--- src/thpr_ram.sv ---
// ============================================================================
// thpr_ram
// generic simple dual-port ram, one write and one registered read port
// ============================================================================
module thpr_ram #(
    parameter  int WIDTH = 8,
    parameter  int DEPTH = 256,
    localparam int AW    = $clog2(DEPTH)
) (
    input  logic             i_clk,
    input  logic             i_we,
    input  logic [AW-1:0]    i_waddr,
    input  logic [WIDTH-1:0] i_wdata,
    input  logic [AW-1:0]    i_raddr,
    output logic [WIDTH-1:0] o_rdata
);

    logic [WIDTH-1:0] r_mem [DEPTH];
    logic [WIDTH-1:0] r_rdata;

    always_ff @(posedge i_clk) begin
        if (i_we) begin
            r_mem[i_waddr] <= i_wdata;
        end
        r_rdata <= r_mem[i_raddr];
    end

    assign o_rdata = r_rdata;

endmodule
--- config.mk ---
export PLATFORM = sky130hd
export DESIGN_NAME = thpr_ram
export DESIGN_NICKNAME = d
export VERILOG_FILES = /design/src/thpr_ram.sv
export SDC_FILE = /design/constraint.sdc
export NUM_CORES = 2
export LEC_CHECK = 0
export BUFFER_PORTS_ARGS = -buffer_cell sky130_fd_sc_hd__buf_2
export CORE_MARGIN = 2
export CORE_UTILIZATION = 45
export CTS_BUF_LIST = sky130_fd_sc_hd__clkbuf_4
export CTS_CLUSTER_DIAMETER = 30
export CTS_CLUSTER_SIZE = 16
export DETAILED_ROUTE_END_ITERATION = 10
export SLEW_MARGIN = 0
export SYNTH_ARGS = -nofsm -noshare
export SYNTH_HDL_FRONTEND = slang
export SYNTH_SLANG_ARGS = --single-unit
--- constraint.sdc ---
create_clock -name i_clk -period 4.8 [get_ports i_clk]
set_input_delay 0.96 -clock i_clk [delete_from_list [all_inputs] [get_ports i_clk]]
set_output_delay 0.96 -clock i_clk [all_outputs]
set_load 0.02 [all_outputs]
# Word level (Yosys, flattened, before mapping)
# Memories as Yosys holds them, arrays and structs flattened. A register that Yosys moved wholly into a read port is not among the register bits.
# Index checks and enable logic that the tools add are counted.
[classes]
eq_ne = 0
div = 0
shift = 0
mux = 2
magnitude_cmp = 0
n_reduce_logical = 0
bitwise = 0
multipliers = 0
add_sub_neg = 0
[op_table]
columns = ["op", "n"]
rows = [
  ["2-to-1 mux 1 bit", 2],
]
[word_totals]
memories = 1
rom_bits = 0
latchBits = 0
output_inout_bits = 8
register_bits = 0
wordCells = 3
input_bits = 26
ramBits = 2048
[mem_list]
columns = ["memory", "words", "width", "rd", "rd_clocked_by_memory_dff", "wr", "line", "source"]
rows = [
  ["r_mem", 256, 8, 1, 1, 1, "18", "logic [WIDTH-1:0] r_mem [DEPTH];"],
]

# Depth between registers and ports, before layout
[logic_depth]
ltp_word = 2
ltp_mapped = 11

# Worst setup path after synthesis
# OpenSTA, ideal clock, no wires.
[synth_timing]
kind = "input to register"
startpoint = "input i_raddr[0]"
endpoint = "register r_rdata[2], in the netlist o_rdata[2], read port of r_mem"
path_slack_ps = 1902
path_stages = 9
required_time_ps = 4669
n_path_buf = 4
setup_ps = 131
arrival_time_ps = 2767
cell_sequence = "buf_6 > buf_12 > buf_8 > buf_2 > mux4_2 > a22oi_1 > a21oi_1 > nor4_1 > nor4_2"
[synth_lines]
columns = ["item", "line", "source"]
rows = [
  ["start, declared", "14", "input logic [AW-1:0] i_raddr,"],
  ["end, declared", "19", "logic [WIDTH-1:0] r_rdata;"],
]

# Final worst setup path
[layout_timing]
startpoint = "register r_rdata[1], in the netlist o_rdata[1], read port of r_mem"
endpoint = "output o_rdata[1]"
[layout_lines]
columns = ["item", "line", "source"]
rows = [
  ["end, declared", "15", "output logic [WIDTH-1:0] o_rdata"],
]
# No word-level cell between the ends.

==> flow_summary.json <==
{
  "cts.htree.levels": 5,
  "synth_fa_ha_area_share_pct": 0,
  "grt-ovfl-total": 0,
  "yosys_most_used_dff": "edfxtp_1",
  "synthDistinctLibCells": 55,
  "area_growth_pct": 12.7,
  "synthMuxAreaShare_pct": 14.6,
  "hp-class": "in2reg",
  "drt_iter0_markers": 4714,
  "ys_top_cells_by_area": "edfxtp_1 (77%), mux4_2 (13%), mux2i_1 (1.7%), nor2_1 (1.3%), a22oi_1 (1.3%)",
  "antenna_found_initial": 14,
  "synthCells": 3733,
  "critPathRequiredTime_ns": 3.84,
  "wirelength_um": 203000,
  "crit_fanout": 1,
  "combPwrFrac_pct": 5.0,
  "synth_top_family_by_area": "multiplexers",
  "cts.clk_slew.worst_paths_ns": 0.09,
  "cp_top_family": "flip-flops",
  "worstPathArrival_ns": 2.14,
  "fill_cells": 14100,
  "seq_power_share_pct": 54.1,
  "synth_edf_count": 2048,
  "clock_latency_ns": 1.42,
  "ios": 34,
  "gp_congestion": 0.846,
  "clkPwrFrac_pct": 40.9,
  "drv_slew": 0,
  "die_x_um": 424,
  "clock-skew-final_ns": 0.107,
  "hold_viol_final": 0,
  "cts_root_buf": "clkbuf_4",
  "fin_crit_sh_pct": 64.5,
  "numCtsBuffers": 415,
  "path_class": "reg2out",
  "ys_warn_count": 0,
  "design.die.area_um2": 180000,
  "yosysTopAreaCell": "edfxtp_1",
  "final_layout_size_suffix_gt1_share_pct": 30.9,
  "layout_setup_ws_ns": 1.70,
  "drtPass1Iterations": 6,
  "dpl_worst_slack_ns": 0.361,
  "drcViolationCount": 0,
  "synthSimpleGateAreaFrac_pct": 2.63,
  "status": "complete, no violations",
  "die_y_um": 424,
  "swShare_pct": 22.9,
  "avgSynthCellArea_um2": 21.3,
  "slew_headroom_pct": 20.7,
  "rows": 154,
  "tritoncts": "done",
  "clock.fmax_ghz": 0.323,
  "start_kind": "register",
  "ir_drop_mv": 0.428,
  "wl_per_cell_um": 29.7,
  "fin_cells": 6838,
  "grt_usage_pct": 22.5,
  "worst-path-buf-inv": 1,
  "finalCriticalPeriod_ns": 3.10,
  "endpoint_kind": "output port",
  "coreArea_um2": 176000,
  "fin_nets": 4188,
  "grt_pass1_vias": 40700,
  "drtAntennaViolNets": 0,
  "ys_top_cells_by_count": "edfxtp_1 (2048), mux4_2 (454), nor2_1 (282), mux2i_1 (134), a22oi_1 (133)",
  "final-setup-viol-count": 0,
  "synth-compound-area-share_pct": 3.42,
  "grt_pass1_wl_um": 291000,
  "grt_max_degree": 142,
  "grt_setup_unrepaired": "no",
  "p_sw_mw": 8.36,
  "start_util_pct": 45.2,
  "tns_ns": 0,
  "dp.cells": 6083,
  "io_buffers": 33,
  "ys_ff_latch": 2056,
  "p_int_mw": 28.2,
  "clk_path_buf_depth": 4,
  "cpPeakStageDelay_ns": 0.54,
  "clkSinkCount": 2056,
  "async_flop_share_pct": 0,
  "num_vias": 40600,
  "synth_top_area_share_pct": 77.3,
  "synth_xor_area_share_pct": 0,
  "synth_area_um2": 79600,
  "routed_via_density": 5.94,
  "p_per_area_nw_per_um2": 408,
  "postCtsSetupRepairBufs": 0,
  "p_leak_nw": 28.1,
  "synth_most_common_cell": "edfxtp_1",
  "worst_slew_pin_slew_ns": 1.19,
  "dp_hpwl_um": 123000,
  "synthesis.nets": 3759,
  "crit_path_top_delay_cell": "dfxtp_1",
  "path_cells": "buf_2",
  "maxCapViolations": 0,
  "seq_area_frac_synth_pct": 77.5
}
-- power groups by stage --
stage	clock network [mW]	registers, mW	logic [mW]
4_1_cts	15.2	19.8	1.85
3_5_place_dp	0	20.2	1.85
5_1_grt	16.0	19.8	1.94
6_report	14.9	19.8	1.84
3_3_place_gp	0	20.2	1.83
2_1_floorplan	0	20.2	0.961
-- layout make-up --
class                      instances  area (um^2)  area share (%)
multi-input combinational       1442        16500            18.4
tap                             2340         2930            3.27
antenna                            8         20.0          0.0223
inverter                           2         7.51         0.00837
sequential                      2056        61700            68.8
clock buffer                     480         3600            4.02
timing repair buffer             245         2220            2.47
clock inverter                   265         2730            3.04
-- cell families after synthesis --
group / Yosys count
AND/OR/NAND/NOR: 466
AO/OA/AOI/OAI: 385
multiplexers: 591
buffers and inverters: 235
flip-flops: 2056
-- stage by stage --
| step | hold WS (ns) | total power, mW | util (%) | cell area [um^2] |
|---|---|---|---|---|
| 2_1_floorplan | 0.770 | 21.2 | - | 79600 |
| 3_3_place_gp | 1.00 | 22.0 | 47.3 | 83300 |
| 3_5_place_dp | 1.00 | 22.1 | 47.3 | 83300 |
| 4_1_cts | 0.000689 | 36.9 | 51.0 | 89600 |
| 5_1_grt | 0.0324 | 37.8 | 51.0 | 89700 |
| 6_report | 0.0978 | 36.6 | 51.0 | 89700 |
-- final timing paths --
| kind | depth (start not counted) | startpoint | end | slack, ns |
|---|---|---|---|---|
| max | 1 | o_rdata[1] | o_rdata[1] | 1.70 |
| min | 1 | i_wdata[2] | r_mem[242][2] | 0.1 |
| max reg2reg | 6 | r_mem[27][3] | o_rdata[3] | 1.96 |
| min reg2reg | 6 | r_mem[60][4] | o_rdata[4] | 1.03 |
-- layer usage --
| layer | share of wire [%] | up-vias | global-route usage, % |
|---|---|---|---|
| met4 | 2.6 | 7 | 6.80 |
| met3 | 8.5 | 379 | 4.89 |
| met1 | 41 | 21400 | 32.0 |
| met5 | 0.082 | - | 0 |
| li1 | - | 16900 | - |
| met2 | 48 | 1948 | 35.1 |
-- placed cells by master, fill, tap and decap left out, types with 9 or more instances in the layout --
master	netlist	routed
clkinv_4	0	15
clkbuf_4	0	480
a21oi_1	96	96
nand4_1	10	10
nor2b_1	31	28
bufinv_16	0	52
buf_8	13	9
buf_2	31	21
mux4_2	454	454
nor2_1	282	279
buf_4	27	183
clkinv_1	1	77
nand3_1	34	31
a22oi_1	133	133
a221oi_1	13	13
nor4_1	24	24
a211oi_1	16	16
nor3_1	22	22
o22ai_1	28	28
edfxtp_1	2048	2048
clkinv_2	0	76
clkinvlp_4	0	32
o221ai_1	46	46
mux2i_1	134	134
o21ai_0	10	10
inv_6	0	12
o211ai_1	10	10
buf_12	8	28
nand2_1	33	33
-- timing repair --
action                    4_1_cts  5_1_grt
resized for setup               0        0
hold buffers                    2        0
hold endpoints to repair       40        0
-- sequential cells by signal, summed over array words and instances (netlist names) --
| name | cells |
|---|---|
| o_rdata | 8 |
| r_mem | 2048 |
Note: power is estimated with default switching activity, not from simulation.
